File: src/sv/alstep_pkg.sv
// Shared types and constants for the antialiased line stepper.
`timescale 1ns / 1ps

package alstep_pkg;

    // Clip registers are fixed 12-bit two's complement values.
    localparam int CLIP_BITS     = 12;
    localparam int FRAC_BITS     = 16;  // width of the error step and accumulator fraction
    localparam int STEP_CNT_BITS = 13;  // remaining-step counter

    localparam logic signed [CLIP_BITS-1:0] CLIP_LEFT_RST   = 12'sd0;
    localparam logic signed [CLIP_BITS-1:0] CLIP_RIGHT_RST  = 12'sd2047;
    localparam logic signed [CLIP_BITS-1:0] CLIP_TOP_RST    = 12'sd0;
    localparam logic signed [CLIP_BITS-1:0] CLIP_BOTTOM_RST = 12'sd2047;

    typedef enum logic {
        CMD_START = 1'b0,
        CMD_STEP  = 1'b1
    } cmd_t;

    typedef enum logic [1:0] {
        STAT_PAIR      = 2'd0,
        STAT_REJECT    = 2'd1,
        STAT_SPAN      = 2'd2,
        STAT_IDLE_STEP = 2'd3
    } status_t;

    typedef enum logic [1:0] {
        REG_CLIP_LEFT   = 2'd0,
        REG_CLIP_RIGHT  = 2'd1,
        REG_CLIP_TOP    = 2'd2,
        REG_CLIP_BOTTOM = 2'd3
    } cfg_reg_t;

    // What the front decided about a queued word.
    typedef enum logic [1:0] {
        KIND_STEP   = 2'd0,
        KIND_REJECT = 2'd1,
        KIND_DRAW   = 2'd2
    } kind_t;

    typedef struct packed {
        kind_t kind;
    } entry_ctl_t;

    typedef struct packed {
        logic [CLIP_BITS-1:0] left;
        logic [CLIP_BITS-1:0] right;
        logic [CLIP_BITS-1:0] top;
        logic [CLIP_BITS-1:0] bottom;
    } clip_t;

    typedef struct packed {
        logic busy;
        logic done;
    } div_status_t;

    typedef enum logic [2:0] {
        ST_IDLE,
        ST_SETUP,
        ST_CLASS,
        ST_DIV,
        ST_FIRST,
        ST_SPAN
    } back_state_t;

endpackage

File: src/sv/alstep_front.sv
// Front end: endpoint ordering by x, clip rejection and x clamping.
`timescale 1ns / 1ps

module alstep_front #(
    parameter int COORD_BITS = 12,
    parameter int VB         = 12
) (
    input  logic                          cmd,
    input  logic signed [COORD_BITS-1:0]  start_x,
    input  logic signed [COORD_BITS-1:0]  start_y,
    input  logic signed [COORD_BITS-1:0]  end_x,
    input  logic signed [COORD_BITS-1:0]  end_y,
    input  alstep_pkg::clip_t             clip,
    output alstep_pkg::entry_ctl_t        ctl,
    output logic signed [VB-1:0]          x1,
    output logic signed [VB-1:0]          y1,
    output logic signed [VB-1:0]          x2,
    output logic signed [VB-1:0]          y2
);

    logic signed [VB-1:0] ax, ay, bx, by;
    logic signed [VB-1:0] lx, ly, rx, ry;
    logic signed [VB-1:0] c_left, c_right, c_top, c_bottom;
    logic                 swap, reject;

    always_comb begin
        ax = VB'(start_x);
        ay = VB'(start_y);
        bx = VB'(end_x);
        by = VB'(end_y);
        c_left   = VB'($signed(clip.left));
        c_right  = VB'($signed(clip.right));
        c_top    = VB'($signed(clip.top));
        c_bottom = VB'($signed(clip.bottom));

        // left endpoint first, y travels with its x
        swap = bx < ax;
        lx = swap ? bx : ax;
        ly = swap ? by : ay;
        rx = swap ? ax : bx;
        ry = swap ? ay : by;

        reject = (ax == bx) || (ly < c_top) || (ly >= c_bottom);

        x1 = (lx < c_left) ? c_left : lx;
        y1 = ly;
        x2 = (rx >= c_right) ? c_right : rx;
        y2 = ry;

        if (alstep_pkg::cmd_t'(cmd) == alstep_pkg::CMD_STEP) begin
            ctl.kind = alstep_pkg::KIND_STEP;
        end else if (reject) begin
            ctl.kind = alstep_pkg::KIND_REJECT;
        end else begin
            ctl.kind = alstep_pkg::KIND_DRAW;
        end
    end

endmodule

File: src/sv/alstep_fifo.sv
// Short flop-based queue between the front end and the stepping back end.
`timescale 1ns / 1ps

module alstep_fifo #(
    parameter int WIDTH = 50,
    parameter int DEPTH = 2
) (
    input  logic             aclk,
    input  logic             aresetn,
    input  logic             push,
    input  logic [WIDTH-1:0] wdata,
    output logic             full,
    input  logic             pop,
    output logic [WIDTH-1:0] rdata,
    output logic             not_empty
);

    localparam int PTR_W = (DEPTH > 1) ? $clog2(DEPTH) : 1;
    localparam int CNT_W = $clog2(DEPTH + 1);

    logic [WIDTH-1:0] mem_reg [DEPTH];
    logic [PTR_W-1:0] wr_ptr_reg, wr_ptr_next, rd_ptr_reg, rd_ptr_next;
    logic [CNT_W-1:0] count_reg, count_next;

    assign full      = (count_reg == CNT_W'(DEPTH));
    assign not_empty = (count_reg != '0);
    assign rdata     = mem_reg[rd_ptr_reg];

    always_comb begin
        wr_ptr_next = wr_ptr_reg;
        rd_ptr_next = rd_ptr_reg;
        if (push) begin
            wr_ptr_next = (wr_ptr_reg == PTR_W'(DEPTH - 1)) ? '0 : wr_ptr_reg + 1'b1;
        end
        if (pop) begin
            rd_ptr_next = (rd_ptr_reg == PTR_W'(DEPTH - 1)) ? '0 : rd_ptr_reg + 1'b1;
        end
        unique case ({push, pop})
            2'b10:   count_next = count_reg + 1'b1;
            2'b01:   count_next = count_reg - 1'b1;
            default: count_next = count_reg;
        endcase
    end

    always_ff @(posedge aclk) begin
        if (!aresetn) begin
            wr_ptr_reg <= '0;
            rd_ptr_reg <= '0;
            count_reg  <= '0;
        end else begin
            wr_ptr_reg <= wr_ptr_next;
            rd_ptr_reg <= rd_ptr_next;
            count_reg  <= count_next;
        end
    end

    always_ff @(posedge aclk) begin
        if (push) begin
            mem_reg[wr_ptr_reg] <= wdata;
        end
    end

`ifndef SYNTHESIS
    a_no_pop_empty: assert property (@(posedge aclk) disable iff (!aresetn)
        pop |-> (count_reg != '0))
        else $error("queue popped while empty");
`endif

endmodule

File: src/sv/alstep_div.sv
// Restoring divider: 16 fraction bits of minor/major, one bit per cycle.
`timescale 1ns / 1ps

module alstep_div #(
    parameter int VB = 12
) (
    input  logic                                aclk,
    input  logic                                aresetn,
    input  logic                                start,
    input  logic [VB-1:0]                       minor,
    input  logic [VB-1:0]                       major,
    output alstep_pkg::div_status_t             st,
    output logic [alstep_pkg::FRAC_BITS-1:0]    quotient
);

    localparam int FB    = alstep_pkg::FRAC_BITS;
    localparam int CNT_W = $clog2(FB + 1);

    logic [VB-1:0]    major_reg, rem_reg, rem_next;
    logic [FB-1:0]    quo_reg;
    logic [CNT_W-1:0] cnt_reg;
    logic             run_reg, done_reg;
    logic [VB:0]      rem2, diff;
    logic             ge;

    always_comb begin
        rem2     = {rem_reg, 1'b0};
        diff     = rem2 - {1'b0, major_reg};
        ge       = rem2 >= {1'b0, major_reg};
        rem_next = ge ? diff[VB-1:0] : rem2[VB-1:0];
    end

    assign st.busy  = run_reg;
    assign st.done  = done_reg;
    assign quotient = quo_reg;

    always_ff @(posedge aclk) begin
        if (!aresetn) begin
            run_reg  <= 1'b0;
            done_reg <= 1'b0;
            cnt_reg  <= '0;
        end else begin
            done_reg <= 1'b0;
            if (start) begin
                run_reg <= 1'b1;
                cnt_reg <= CNT_W'(FB);
            end else if (run_reg) begin
                cnt_reg <= cnt_reg - 1'b1;
                if (cnt_reg == CNT_W'(1)) begin
                    run_reg  <= 1'b0;
                    done_reg <= 1'b1;
                end
            end
        end
    end

    // minor == major would set the integer bit, which is dropped; remainder is zero
    always_ff @(posedge aclk) begin
        if (start) begin
            major_reg <= major;
            rem_reg   <= (minor == major) ? '0 : minor;
        end else if (run_reg) begin
            rem_reg <= rem_next;
            quo_reg <= {quo_reg[FB-2:0], ge};
        end
    end

`ifndef SYNTHESIS
    a_done_after_run: assert property (@(posedge aclk) disable iff (!aresetn)
        done_reg |-> $past(run_reg))
        else $error("divider done without a running division");
`endif

endmodule

File: src/sv/alstep_back.sv
// Back end: line setup, fraction division control, pixel-pair stepping, output register.
`timescale 1ns / 1ps

module alstep_back #(
    parameter int COORD_BITS  = 12,
    parameter int WEIGHT_BITS = 8,
    parameter int VB          = 12
) (
    input  logic                          aclk,
    input  logic                          aresetn,
    input  logic                          q_valid,
    input  alstep_pkg::entry_ctl_t        q_ctl,
    input  logic signed [VB-1:0]          q_x1,
    input  logic signed [VB-1:0]          q_y1,
    input  logic signed [VB-1:0]          q_x2,
    input  logic signed [VB-1:0]          q_y2,
    output logic                          q_pop,
    output logic                          out_valid,
    input  logic                          out_ready,
    output alstep_pkg::status_t           out_status,
    output logic [COORD_BITS-1:0]         out_main_x,
    output logic [COORD_BITS-1:0]         out_main_y,
    output logic [WEIGHT_BITS-1:0]        out_main_weight,
    output logic [COORD_BITS-1:0]         out_pair_x,
    output logic [COORD_BITS-1:0]         out_pair_y,
    output logic [WEIGHT_BITS-1:0]        out_pair_weight,
    output logic                          out_last
);

    localparam int CB = COORD_BITS;
    localparam int WB = WEIGHT_BITS;
    localparam int FB = alstep_pkg::FRAC_BITS;
    localparam int SB = alstep_pkg::STEP_CNT_BITS;

    alstep_pkg::back_state_t state_reg, state_next;
    alstep_pkg::div_status_t div_st;

    // control
    logic out_free, out_load, div_start;
    logic active_reg, active_next;
    logic out_valid_reg, out_valid_next;

    // latched endpoints and setup results
    logic signed [VB-1:0] pt_x1_reg, pt_y1_reg, pt_x2_reg, pt_y2_reg;
    logic signed [VB-1:0] ox_reg, oy_reg;
    logic signed [VB:0]   dxr_reg, dyr_reg;
    logic                 swap_reg;
    logic                 span;

    // line state
    logic          neg_reg, neg_next, ym_reg, ym_next;
    logic [SB-1:0] steps_reg, steps_next;
    logic [FB-1:0] acc_reg, acc_next, estep_reg, estep_next;
    logic [CB-1:0] cx_reg, cx_next, cy_reg, cy_next, nb_reg, nb_next;
    logic [FB-1:0] quotient;

    // class stage
    logic [VB:0]   adx_w, ady_w;
    logic [VB-1:0] adx, ady, major, minor;
    logic          c_neg, c_ym;
    logic [CB-1:0] c_cx, c_cy, c_dir;

    // step datapath
    logic [FB:0]   acc_sum;
    logic          roll;
    logic [WB-1:0] wgt;
    logic [CB-1:0] dir, s_cx, s_cy, s_nb;
    logic [SB-1:0] s_steps;
    logic          s_active;

    // output register
    alstep_pkg::status_t o_status_reg, o_status_next;
    logic [CB-1:0] o_mx_reg, o_mx_next, o_my_reg, o_my_next;
    logic [CB-1:0] o_px_reg, o_px_next, o_py_reg, o_py_next;
    logic [WB-1:0] o_mw_reg, o_mw_next, o_pw_reg, o_pw_next;
    logic          o_last_reg, o_last_next;

    alstep_div #(.VB(VB)) u_div (
        .aclk     (aclk),
        .aresetn  (aresetn),
        .start    (div_start),
        .minor    (minor),
        .major    (major),
        .st       (div_st),
        .quotient (quotient)
    );

    assign out_free = !out_valid_reg || out_ready;
    assign span     = (pt_x1_reg == pt_x2_reg) || (pt_y1_reg == pt_y2_reg);

    // next state
    always_comb begin
        state_next = state_reg;
        unique case (state_reg)
            alstep_pkg::ST_IDLE: begin
                if (q_valid && out_free && q_ctl.kind == alstep_pkg::KIND_DRAW) begin
                    state_next = alstep_pkg::ST_SETUP;
                end
            end
            alstep_pkg::ST_SETUP: begin
                state_next = span ? alstep_pkg::ST_SPAN : alstep_pkg::ST_CLASS;
            end
            alstep_pkg::ST_CLASS: state_next = alstep_pkg::ST_DIV;
            alstep_pkg::ST_DIV: begin
                if (div_st.done) begin
                    state_next = alstep_pkg::ST_FIRST;
                end
            end
            alstep_pkg::ST_FIRST, alstep_pkg::ST_SPAN: begin
                if (out_free) begin
                    state_next = alstep_pkg::ST_IDLE;
                end
            end
            default: state_next = alstep_pkg::ST_IDLE;
        endcase
    end

    // FSM outputs
    always_comb begin
        q_pop     = 1'b0;
        div_start = 1'b0;
        out_load  = 1'b0;
        unique case (state_reg)
            alstep_pkg::ST_IDLE: begin
                q_pop    = q_valid && out_free;
                out_load = q_valid && out_free && q_ctl.kind != alstep_pkg::KIND_DRAW;
            end
            alstep_pkg::ST_CLASS: div_start = 1'b1;
            alstep_pkg::ST_FIRST, alstep_pkg::ST_SPAN: out_load = out_free;
            default: ;
        endcase
    end

    // class stage: magnitudes, major axis, first neighbour
    always_comb begin
        adx_w = dxr_reg[VB] ? -dxr_reg : dxr_reg;
        ady_w = dyr_reg[VB] ? -dyr_reg : dyr_reg;
        adx   = adx_w[VB-1:0];
        ady   = ady_w[VB-1:0];
        // y-order swap flips the sign of dx
        c_neg = (dxr_reg != '0) && (dxr_reg[VB] ^ swap_reg);
        c_ym  = ady > adx;
        major = c_ym ? ady : adx;
        minor = c_ym ? adx : ady;
        c_cx  = ox_reg[CB-1:0];
        c_cy  = oy_reg[CB-1:0];
        c_dir = c_neg ? '1 : CB'(1);
    end

    // one step of the line
    always_comb begin
        acc_sum  = {1'b0, acc_reg} + {1'b0, estep_reg};
        roll     = acc_sum[FB] || (estep_reg == '0);
        wgt      = acc_sum[FB-1 -: WB];
        dir      = neg_reg ? '1 : CB'(1);
        s_steps  = steps_reg - 1'b1;
        s_active = s_steps != '0;
        if (ym_reg) begin
            s_cx = roll ? nb_reg : cx_reg;
            s_nb = roll ? nb_reg + dir : nb_reg;
            s_cy = cy_reg + 1'b1;
        end else begin
            s_cy = roll ? nb_reg : cy_reg;
            s_nb = roll ? nb_reg + 1'b1 : nb_reg;
            s_cx = cx_reg + dir;
        end
    end

    // register next values
    always_comb begin
        active_next    = active_reg;
        neg_next       = neg_reg;
        ym_next        = ym_reg;
        steps_next     = steps_reg;
        acc_next       = acc_reg;
        estep_next     = estep_reg;
        cx_next        = cx_reg;
        cy_next        = cy_reg;
        nb_next        = nb_reg;
        out_valid_next = out_valid_reg && !out_ready;
        o_status_next  = alstep_pkg::STAT_PAIR;
        o_mx_next      = '0;
        o_my_next      = '0;
        o_mw_next      = '0;
        o_px_next      = '0;
        o_py_next      = '0;
        o_pw_next      = '0;
        o_last_next    = 1'b0;

        unique case (state_reg)
            alstep_pkg::ST_IDLE: begin
                if (q_pop) begin
                    unique case (q_ctl.kind)
                        alstep_pkg::KIND_STEP: begin
                            if (active_reg) begin
                                acc_next    = acc_sum[FB-1:0];
                                cx_next     = s_cx;
                                cy_next     = s_cy;
                                nb_next     = s_nb;
                                steps_next  = s_steps;
                                active_next = s_active;
                                o_mx_next   = s_cx;
                                o_my_next   = s_cy;
                                o_mw_next   = ~wgt;
                                o_px_next   = ym_reg ? s_nb : s_cx;
                                o_py_next   = ym_reg ? s_cy : s_nb;
                                o_pw_next   = wgt;
                                o_last_next = !s_active;
                            end else begin
                                o_status_next = alstep_pkg::STAT_IDLE_STEP;
                            end
                        end
                        alstep_pkg::KIND_REJECT: begin
                            active_next   = 1'b0;
                            o_status_next = alstep_pkg::STAT_REJECT;
                        end
                        default: active_next = 1'b0;
                    endcase
                end
            end
            alstep_pkg::ST_CLASS: begin
                neg_next   = c_neg;
                ym_next    = c_ym;
                steps_next = SB'(major - 1'b1);
                acc_next   = '0;
                cx_next    = c_cx;
                cy_next    = c_cy;
                nb_next    = c_ym ? c_cx + c_dir : c_cy + 1'b1;
            end
            alstep_pkg::ST_DIV: begin
                if (div_st.done) begin
                    estep_next = quotient;
                end
            end
            alstep_pkg::ST_FIRST: begin
                if (out_free) begin
                    active_next = steps_reg != '0;
                end
                o_mx_next   = cx_reg;
                o_my_next   = cy_reg;
                o_mw_next   = '1;
                o_px_next   = cx_reg;
                o_py_next   = cy_reg;
                o_last_next = steps_reg == '0;
            end
            alstep_pkg::ST_SPAN: begin
                o_status_next = alstep_pkg::STAT_SPAN;
                o_mx_next     = pt_x1_reg[CB-1:0];
                o_my_next     = pt_y1_reg[CB-1:0];
                o_mw_next     = '1;
                o_px_next     = pt_x2_reg[CB-1:0];
                o_py_next     = pt_y2_reg[CB-1:0];
                o_pw_next     = '1;
                o_last_next   = 1'b1;
            end
            default: ;
        endcase

        if (out_load) begin
            out_valid_next = 1'b1;
        end
    end

    always_ff @(posedge aclk) begin
        if (!aresetn) begin
            state_reg     <= alstep_pkg::ST_IDLE;
            active_reg    <= 1'b0;
            out_valid_reg <= 1'b0;
            steps_reg     <= '0;
        end else begin
            state_reg     <= state_next;
            active_reg    <= active_next;
            out_valid_reg <= out_valid_next;
            steps_reg     <= steps_next;
        end
    end

    always_ff @(posedge aclk) begin
        neg_reg   <= neg_next;
        ym_reg    <= ym_next;
        acc_reg   <= acc_next;
        estep_reg <= estep_next;
        cx_reg    <= cx_next;
        cy_reg    <= cy_next;
        nb_reg    <= nb_next;
        if (state_reg == alstep_pkg::ST_IDLE && q_pop) begin
            pt_x1_reg <= q_x1;
            pt_y1_reg <= q_y1;
            pt_x2_reg <= q_x2;
            pt_y2_reg <= q_y2;
        end
        if (state_reg == alstep_pkg::ST_SETUP) begin
            swap_reg <= pt_y1_reg > pt_y2_reg;
            dxr_reg  <= (VB+1)'(pt_x2_reg) - (VB+1)'(pt_x1_reg);
            dyr_reg  <= (VB+1)'(pt_y2_reg) - (VB+1)'(pt_y1_reg);
            ox_reg   <= (pt_y1_reg > pt_y2_reg) ? pt_x2_reg : pt_x1_reg;
            oy_reg   <= (pt_y1_reg > pt_y2_reg) ? pt_y2_reg : pt_y1_reg;
        end
        if (out_load) begin
            o_status_reg <= o_status_next;
            o_mx_reg     <= o_mx_next;
            o_my_reg     <= o_my_next;
            o_mw_reg     <= o_mw_next;
            o_px_reg     <= o_px_next;
            o_py_reg     <= o_py_next;
            o_pw_reg     <= o_pw_next;
            o_last_reg   <= o_last_next;
        end
    end

    assign out_valid       = out_valid_reg;
    assign out_status      = o_status_reg;
    assign out_main_x      = o_mx_reg;
    assign out_main_y      = o_my_reg;
    assign out_main_weight = o_mw_reg;
    assign out_pair_x      = o_px_reg;
    assign out_pair_y      = o_py_reg;
    assign out_pair_weight = o_pw_reg;
    assign out_last        = o_last_reg;

`ifndef SYNTHESIS
    a_inactive_in_setup: assert property (@(posedge aclk) disable iff (!aresetn)
        (state_reg != alstep_pkg::ST_IDLE) |-> !active_reg)
        else $error("line active while a new line is being set up");
    a_div_running: assert property (@(posedge aclk) disable iff (!aresetn)
        (state_reg == alstep_pkg::ST_DIV) |-> (div_st.busy || div_st.done))
        else $error("waiting on a divider that is not running");
`endif

endmodule

File: src/sv/antialiased_line_stepper_core.sv
// Top level of the antialiased line stepper: clip registers, front end, queue, back end.
// A step word passes the queue and then the output register on its way to m_tvalid; steps then
// run one per cycle while words arrive and m_tready is high. A reject goes the same way; a span
// adds SETUP, SPAN; a first pixel SETUP, CLASS, DIV (one quotient bit per cycle), FIRST.
// The front keeps taking words into a 2-entry queue while the back end divides.
// Reset (aresetn low, synchronous): no line active, queue and output empty, clips to defaults.
`timescale 1ns / 1ps

module antialiased_line_stepper_core #(
    parameter int COORD_BITS  = 12,
    parameter int WEIGHT_BITS = 8
) (
    input  logic                                     aclk,
    input  logic                                     aresetn,
    // input words
    input  logic                                     s_tvalid,
    output logic                                     s_tready,
    // start_x, start_y, end_x, end_y from bit 0 up, zero pad to bytes
    input  logic [((4*COORD_BITS+7)/8)*8-1:0]        s_tdata,
    // command
    input  logic                                     s_tuser,
    // result words
    output logic                                     m_tvalid,
    input  logic                                     m_tready,
    // main_x, main_y, main_weight, pair_x, pair_y, pair_weight from bit 0 up, zero pad
    output logic [((4*COORD_BITS+2*WEIGHT_BITS+7)/8)*8-1:0] m_tdata,
    // status
    output logic [1:0]                               m_tuser,
    output logic                                     m_tlast,
    // clip register writes
    input  logic                                     cfg_wr_en,
    input  logic [1:0]                               cfg_addr,
    input  logic [alstep_pkg::CLIP_BITS-1:0]         cfg_wdata
);

    localparam int CB = COORD_BITS;
    localparam int WB = WEIGHT_BITS;
    localparam int M_W = ((4*CB + 2*WB + 7) / 8) * 8;
    // internal coordinate width: wide enough for inputs and clip values
    localparam int VB = (CB > alstep_pkg::CLIP_BITS) ? CB : alstep_pkg::CLIP_BITS;
    localparam int EW = $bits(alstep_pkg::entry_ctl_t) + 4*VB;
    localparam int QUEUE_DEPTH = 2;

    alstep_pkg::clip_t      clip_reg;
    alstep_pkg::entry_ctl_t f_ctl, q_ctl;
    alstep_pkg::status_t    out_status;

    logic signed [VB-1:0] f_x1, f_y1, f_x2, f_y2;
    logic signed [VB-1:0] q_x1, q_y1, q_x2, q_y2;
    logic [EW-1:0]        q_wdata, q_rdata;
    logic                 q_full, q_push, q_pop, q_valid;

    logic [CB-1:0] mx, my, px, py;
    logic [WB-1:0] mw, pw;

    // clip registers; written by index on any cycle with cfg_wr_en, no read-back
    always_ff @(posedge aclk) begin
        if (!aresetn) begin
            clip_reg.left   <= alstep_pkg::CLIP_LEFT_RST;
            clip_reg.right  <= alstep_pkg::CLIP_RIGHT_RST;
            clip_reg.top    <= alstep_pkg::CLIP_TOP_RST;
            clip_reg.bottom <= alstep_pkg::CLIP_BOTTOM_RST;
        end else if (cfg_wr_en) begin
            unique case (alstep_pkg::cfg_reg_t'(cfg_addr))
                alstep_pkg::REG_CLIP_LEFT:   clip_reg.left   <= cfg_wdata;
                alstep_pkg::REG_CLIP_RIGHT:  clip_reg.right  <= cfg_wdata;
                alstep_pkg::REG_CLIP_TOP:    clip_reg.top    <= cfg_wdata;
                alstep_pkg::REG_CLIP_BOTTOM: clip_reg.bottom <= cfg_wdata;
                default: ;
            endcase
        end
    end

    // front: classify and clamp in the accept cycle, result goes straight to the queue
    alstep_front #(
        .COORD_BITS (CB),
        .VB         (VB)
    ) u_front (
        .cmd     (s_tuser),
        .start_x (s_tdata[CB-1:0]),
        .start_y (s_tdata[2*CB-1:CB]),
        .end_x   (s_tdata[3*CB-1:2*CB]),
        .end_y   (s_tdata[4*CB-1:3*CB]),
        .clip    (clip_reg),
        .ctl     (f_ctl),
        .x1      (f_x1),
        .y1      (f_y1),
        .x2      (f_x2),
        .y2      (f_y2)
    );

    assign s_tready = !q_full;
    assign q_push   = s_tvalid && s_tready;
    assign q_wdata  = {f_ctl, f_x1, f_y1, f_x2, f_y2};

    alstep_fifo #(
        .WIDTH (EW),
        .DEPTH (QUEUE_DEPTH)
    ) u_queue (
        .aclk      (aclk),
        .aresetn   (aresetn),
        .push      (q_push),
        .wdata     (q_wdata),
        .full      (q_full),
        .pop       (q_pop),
        .rdata     (q_rdata),
        .not_empty (q_valid)
    );

    assign {q_ctl, q_x1, q_y1, q_x2, q_y2} = q_rdata;

    // back: setup, divide, step; owns the output register
    alstep_back #(
        .COORD_BITS  (CB),
        .WEIGHT_BITS (WB),
        .VB          (VB)
    ) u_back (
        .aclk            (aclk),
        .aresetn         (aresetn),
        .q_valid         (q_valid),
        .q_ctl           (q_ctl),
        .q_x1            (q_x1),
        .q_y1            (q_y1),
        .q_x2            (q_x2),
        .q_y2            (q_y2),
        .q_pop           (q_pop),
        .out_valid       (m_tvalid),
        .out_ready       (m_tready),
        .out_status      (out_status),
        .out_main_x      (mx),
        .out_main_y      (my),
        .out_main_weight (mw),
        .out_pair_x      (px),
        .out_pair_y      (py),
        .out_pair_weight (pw),
        .out_last        (m_tlast)
    );

    assign m_tdata = M_W'({pw, py, px, mw, my, mx});
    assign m_tuser = out_status;

`ifndef SYNTHESIS
    a_span_is_last: assert property (@(posedge aclk) disable iff (!aresetn)
        (m_tvalid && m_tuser == alstep_pkg::STAT_SPAN) |-> m_tlast)
        else $error("solid span word without last");
    a_reject_zero: assert property (@(posedge aclk) disable iff (!aresetn)
        (m_tvalid && (m_tuser == alstep_pkg::STAT_REJECT ||
                      m_tuser == alstep_pkg::STAT_IDLE_STEP)) |-> (m_tdata == '0 && !m_tlast))
        else $error("reject or idle-step word carries data");
`endif

endmodule

File: config.mk
export PLATFORM = sky130hd
export DESIGN_NAME = antialiased_line_stepper_core
export DESIGN_NICKNAME = d
export VERILOG_FILES = /design/src/sv/alstep_pkg.sv /design/src/sv/alstep_front.sv /design/src/sv/alstep_fifo.sv /design/src/sv/alstep_div.sv /design/src/sv/alstep_back.sv /design/src/sv/antialiased_line_stepper_core.sv
export SDC_FILE = /design/constraint.sdc
export NUM_CORES = 1
export LEC_CHECK = 0
export ABC_AREA = 1
export BUFFER_PORTS_ARGS = -buffer_cell sky130_fd_sc_hd__buf_2
export CORE_AREA = 2 2 209 211
export DETAILED_ROUTE_END_ITERATION = 8
export DIE_AREA = 0 0 211 213
export GPL_TIMING_DRIVEN = 0
export HOLD_SLACK_MARGIN = 0.02
export PLACE_DENSITY = 0.79
export RECOVER_POWER = 50
export SYNTH_ARGS = -nofsm -noshare
export SYNTH_HDL_FRONTEND = slang
export SYNTH_SLANG_ARGS = --single-unit
File: constraint.sdc
create_clock -name aclk -period 10.8 [get_ports aclk]
set_input_delay 1.62 -clock aclk [delete_from_list [all_inputs] [get_ports aclk]]
set_output_delay 1.62 -clock aclk [all_outputs]
set_load 0.03 [all_outputs]
# == After elaboration in Yosys (flattened, before gate mapping) ==
# Memory sizes are Yosys's and may differ from the RTL's. A register that Yosys moved wholly into a read port is not among the register bits.
# Cells that the tools add are included.
# word_totals
ff_bits,353
mem_bits_rw,100
in_bits,68
out_inout_bits,69
elab_cells,251
memories,1
# mem_list
name,depth,word_bits,read_ports,rd_clocked_by_memory_dff,write_ports,line,source
u_queue.mem_reg,2,50,1,1,1,alstep_fifo.sv:21,logic [WIDTH-1:0] mem_reg [DEPTH];
# classes
n_addsub,19
magnitude_cmp,8
n_eq_ne,26
n_mux,109
n_bitwise,5
n_reduce_logical,41
# ops
operator,count
12-bit two-way mux,49
12-bit one-hot mux with 3 select lines,4
12-bit one-hot mux with 2 select lines,3
12-bit == test,4
16-bit two-way mux,3
8-bit two-way mux,6
13-bit two-way mux,3
13-bit nonzero test,3
12-bit by 1-bit adder with 12-bit output (second input constant),3
12-bit adder,3
12-bit less-than comparator,3
16-bit one-hot mux with 2 select lines,1
8-bit one-hot mux with 2 select lines,2
13-bit one-hot mux with 2 select lines,1
12-bit by 12-bit subtractor with 13-bit output,2
12-bit greater-or-equal comparator,2
12-bit greater-than comparator,2
12-bit negation,2
1-bit two-way mux,20
16-bit by 16-bit adder with 17-bit output,1
16-bit logical NOT,1
3-bit one-hot mux with 5 select lines,1
13-bit by 12-bit greater-or-equal comparator with 1-bit output,1
13-bit logical NOT,1
35 further kinds,87

# == Longest topological paths before layout ==
# logic_depth
word_depth,9
depth_mapped,28
mapped_depth_nobuf,27

# == Modules after synthesis ==
# From an unflattened synthesis, not the netlist that was laid out.
# unflattened
hier_cells,3038
area_unflattened_um2,27116.0
# by_module_without_submodules
mod,instances,cells_per_inst,area_each_um2,seq_area_each_um2
alstep_back,1,1817,15780.1,7447.1
alstep_fifo,1,191,4091.4,3103.0
alstep_div,1,318,2834.0,1341.3
alstep_front,1,438,2461.1,0.0
antialiased_line_stepper_core,1,274,1949.4,960.9

# == Worst setup path after synthesis ==
# OpenSTA, ideal clock, no wires.
# synth_path
path_type,in2reg
start,input port m_tready
end,"register u_back.o_last_reg, in the netlist u_back.out_last, enable pin"
setup_ps,517
arrival_time_ps,7830
required_ps,10283
slack_ps,2453
path_stages,6
n_path_buf,0
cell_sequence,nor2_1 nor2_1 inv_1 nor2_1 inv_1 o22ai_1
# synth_between
elab_chain_len,4
# synth_rtl
item,line,source
start: declaration,antialiased_line_stepper_core.sv:24,"input logic m_tready,"
1-bit logical OR (*),alstep_back.sv:88,assign out_free = !out_valid_reg || out_ready;
1-bit logical AND (2 in series),alstep_back.sv:126,out_load = q_valid && out_free && q_ctl.kind != alstep_pkg::KIND_DRAW;
1-bit one-hot mux with 2 select lines (*),alstep_back.sv:123,unique case (state_reg)
named net u_back.out_load,alstep_back.sv:39,"logic out_free, out_load, div_start;"
end signal: assignment,alstep_back.sv:307,o_last_reg <= o_last_next;
end: declaration,alstep_back.sv:76,"logic o_last_reg, o_last_next;"
# Mark *: on every way through the listed nets, which the timed path passes. The rest lies on a longest branch.
# A chain may end at the register's enable or synchronous reset.

==> flow_summary_export.csv <==
group,metric,value,unit
outcome,status,"finished with violations",
outcome,violations,"capacitance limit, slew limit",
detailed_routing,drcViolationCount,0,
finish,largest_reg_flops,100,
detailed_routing,vias,21680,
synthesis,synth.area.top_cells,"edfxtp_1 (44%), nand2_1 (9.7%), ha_1 (7.8%)",
sta,finalSetupViolations,0,
critical_path,crit_family,"simple AND/OR/NAND/NOR gates",
clock_network,post_cts_buffers,0,
detailed_routing,ant_nets,0,
sta,setup_slack,3.998,ns
finish,fillCellCount,3351,
synthesis,syn_inst,2870,
detailed_routing,viasPerCell,5.934,
sta,max_freq,147.0,MHz
detailed_routing,first_pass_iters,7,
finish,drive_above_1_share,0.07987,
synthesis,yosysTopAreaCell,"edfxtp_1",
critical_path,timing.critical_path.mode_cell,"nand2_1",
run,maxCapViolCount,5,
floorplanning,initial_core_util,0.6022,
critical_path,cpPeakStageDelay,0.53,ns
synthesis,avgSynthCellArea,8.958,sq um
detailed_routing,wl_per_cell,20.23,um
synthesis,synth_warnings,0,
synthesis,netlist_area,0.02571,sq mm
synthesis,synth_top_area_frac,0.4392,
synthesis,ys_ff_latch,454,
place,pre_cts_ws,3.465,ns
sta,drv_slew,156,
critical_path,end_kind,"flop",
synthesis,synth_ff_type,"edfxtp_1",
sta,max_slew.worst_pin.slew,1.934,ns
clock_network,path_clk_slew,0.06,ns
sta,finalHoldViolCount,0,
synthesis,synth-edff-count,376,
critical_path,path_max_fanout,10,
synthesis,seq_area_frac_synth,0.4999,
clock_network,cts_buffers,48,
detailed_routing,drtIter0Drc,2396,
critical_path,timing.rr.start,"u_back.state_reg[2]$_SDFFE_PN0P_",
clock_network,postCtsHoldBufs,0,
global_route,overflow,0,
finish,fin_nets,3300,
worst_hold_path,hold_class,"reg2reg",
sta,rsz0062_at_grt,"no",
finish,most-common-layout-cells,"nand2_1 (664), edfxtp_1 (376), inv_1 (341)",
finish,fin_cells,3653,
synthesis,syn_nets,3105,
synthesis,ys_types,56,
sta,fin_crit_sh,0.6298,
critical_path,cp.buffers_inverters,7,
worst_hold_path,whs_path_depth,0,
critical_path,slowest_stage,"nor3_1",
clock_network,root_buffer,"clkbuf_16",
finish,area_growth,11.63,%
place,dp.cells,3561,
worst_hold_path,hp-start,"u_back.u_div.quotient[15]$_DFFE_PP_",
clock_network,cts_tree,"built",
floorplanning,core,0.04270,sq mm
critical_path,worstSetupStartpointType,"input port",
floorplanning,row_count,76,
finish,final_common_cell,"nand2_1",
place,gp_congestion,1.027,
place,placement.io_buffers,136,
critical_path,critical_path_arrival,7.16,ns
clock_network,clock_sinks,454,
global_route,grt_max_degree,62,
floorplanning,fp.dieArea,0.04494,sq mm
clock_network,htreeDepth,2,
global_route,grt_pass1_vias,20570,
critical_path,cp.required,11.15,ns
floorplanning,io_pins,137,
clock_network,cts_resized,0,
sta,relSlewSlack,-0.2895,
critical_path,reg2reg_slack,6.29,ns
sta,fin_skew,0.009797,ns
global_route,grt_first_pass_wirelength,112200,um
floorplanning,die_y,213,um
critical_path,ff2ff_path_depth,10,
critical_path,path_depth,28,
sta,min_period,6.802,ns
clock_network,clk_path_buf_depth,3,
floorplanning,dieWidth,211,um
global_route,grt.total_usage,0.3282,
clock_network,clk_latency,0.60,ns
global_route,antenna_found_initial,2,
place,dp_hpwl,56780,um
sta,whs,0.4278,ns
synthesis,synthArstFlopShare,0,
sta,fin_tns_setup,0,ns
detailed_routing,wirelength,73910,um
critical_path,criticalPathCategory,"in2reg",
critical_path,cp-startpoint,"s_tdata[11]",
## area by class of cell
class	count	area, sq um	area share
Inverter	353	1325	0.04617
Multi-Input combinational cell	1964	11130	0.3878
Clock buffer	61	1281	0.04464
Sequential cell	454	12850	0.4478
Timing Repair Buffer	145	691.9	0.02411
Antenna cell	2	5.005	0.0001744
Tap cell	546	683.2	0.02380
Clock inverter	29	315.3	0.01099
Buffer	99	416.7	0.01452
## metrics by stage
stage            util  cell area (sq um)
6_report       0.6722              28700
3_5_place_dp   0.6387              27270
4_1_cts        0.6761              28870
3_3_place_gp   0.6341              27070
2_1_floorplan       -              25710
5_1_grt        0.6721              28700
## synthesized netlist by cell type (all sizes together) (2+ instances only)
cell / instances
o22ai: 4
nor3: 31
a221oi: 4
a31oi: 7
or3: 2
a22o: 12
o41ai: 2
or2: 18
nand4: 10
nand3: 120
a21boi: 2
fa: 7
nor3b: 2
dfxtp: 78
xor2: 68
o211ai: 49
clkbuf: 68
o21ai: 270
o21bai: 15
clkinv: 4
nand2: 681
o221ai: 24
a211oi: 5
o31ai: 8
ha: 160
o311ai: 2
a21o: 5
buf: 31
a21oi: 234
xnor2: 25
inv: 349
nor2: 169
nand3b: 7
nor4: 11
o21a: 5
edfxtp: 376
## path summary, 6_finish.rpt
kind | to
max | u_queue.mem_reg[0][48]$_DFFE_PP_
min | u_back.estep_reg[15]$_DFFE_PP_
max reg2reg | u_back.out_pair_y[11]$_DFFE_PP_
min reg2reg | u_back.estep_reg[15]$_DFFE_PP_
## routing by layer
metal  track usage  vias to the layer above  share of wire
met5             0                        -              0
met4        0.1763                        0          0.055
met3       0.06236                      226          0.099
met2        0.5201                     1152           0.45
met1        0.4300                    10070           0.40
li1              -                    10230              -
## cell families (layout without fill, tap and decap cells)
family | count (synthesis) | after routing | synth area share
AND/OR/NAND/NOR | 1053 | 1053 | 0.1736
AO/OA/AOI/OAI | 650 | 650 | 0.1433
flip-flops | 454 | 454 | 0.4999
buffers and inverters | 452 | 687 | 0.06774
adder cells (fa/ha/maj) | 167 | 167 | 0.08332
XOR/XNOR | 93 | 93 | 0.03168
multiplexers | 1 | 1 | 0.0003893
other | 0 | 2 | 0
Power is not shown: default switching activity piles up to over one toggle a cycle in this logic, so the estimate is an artifact.
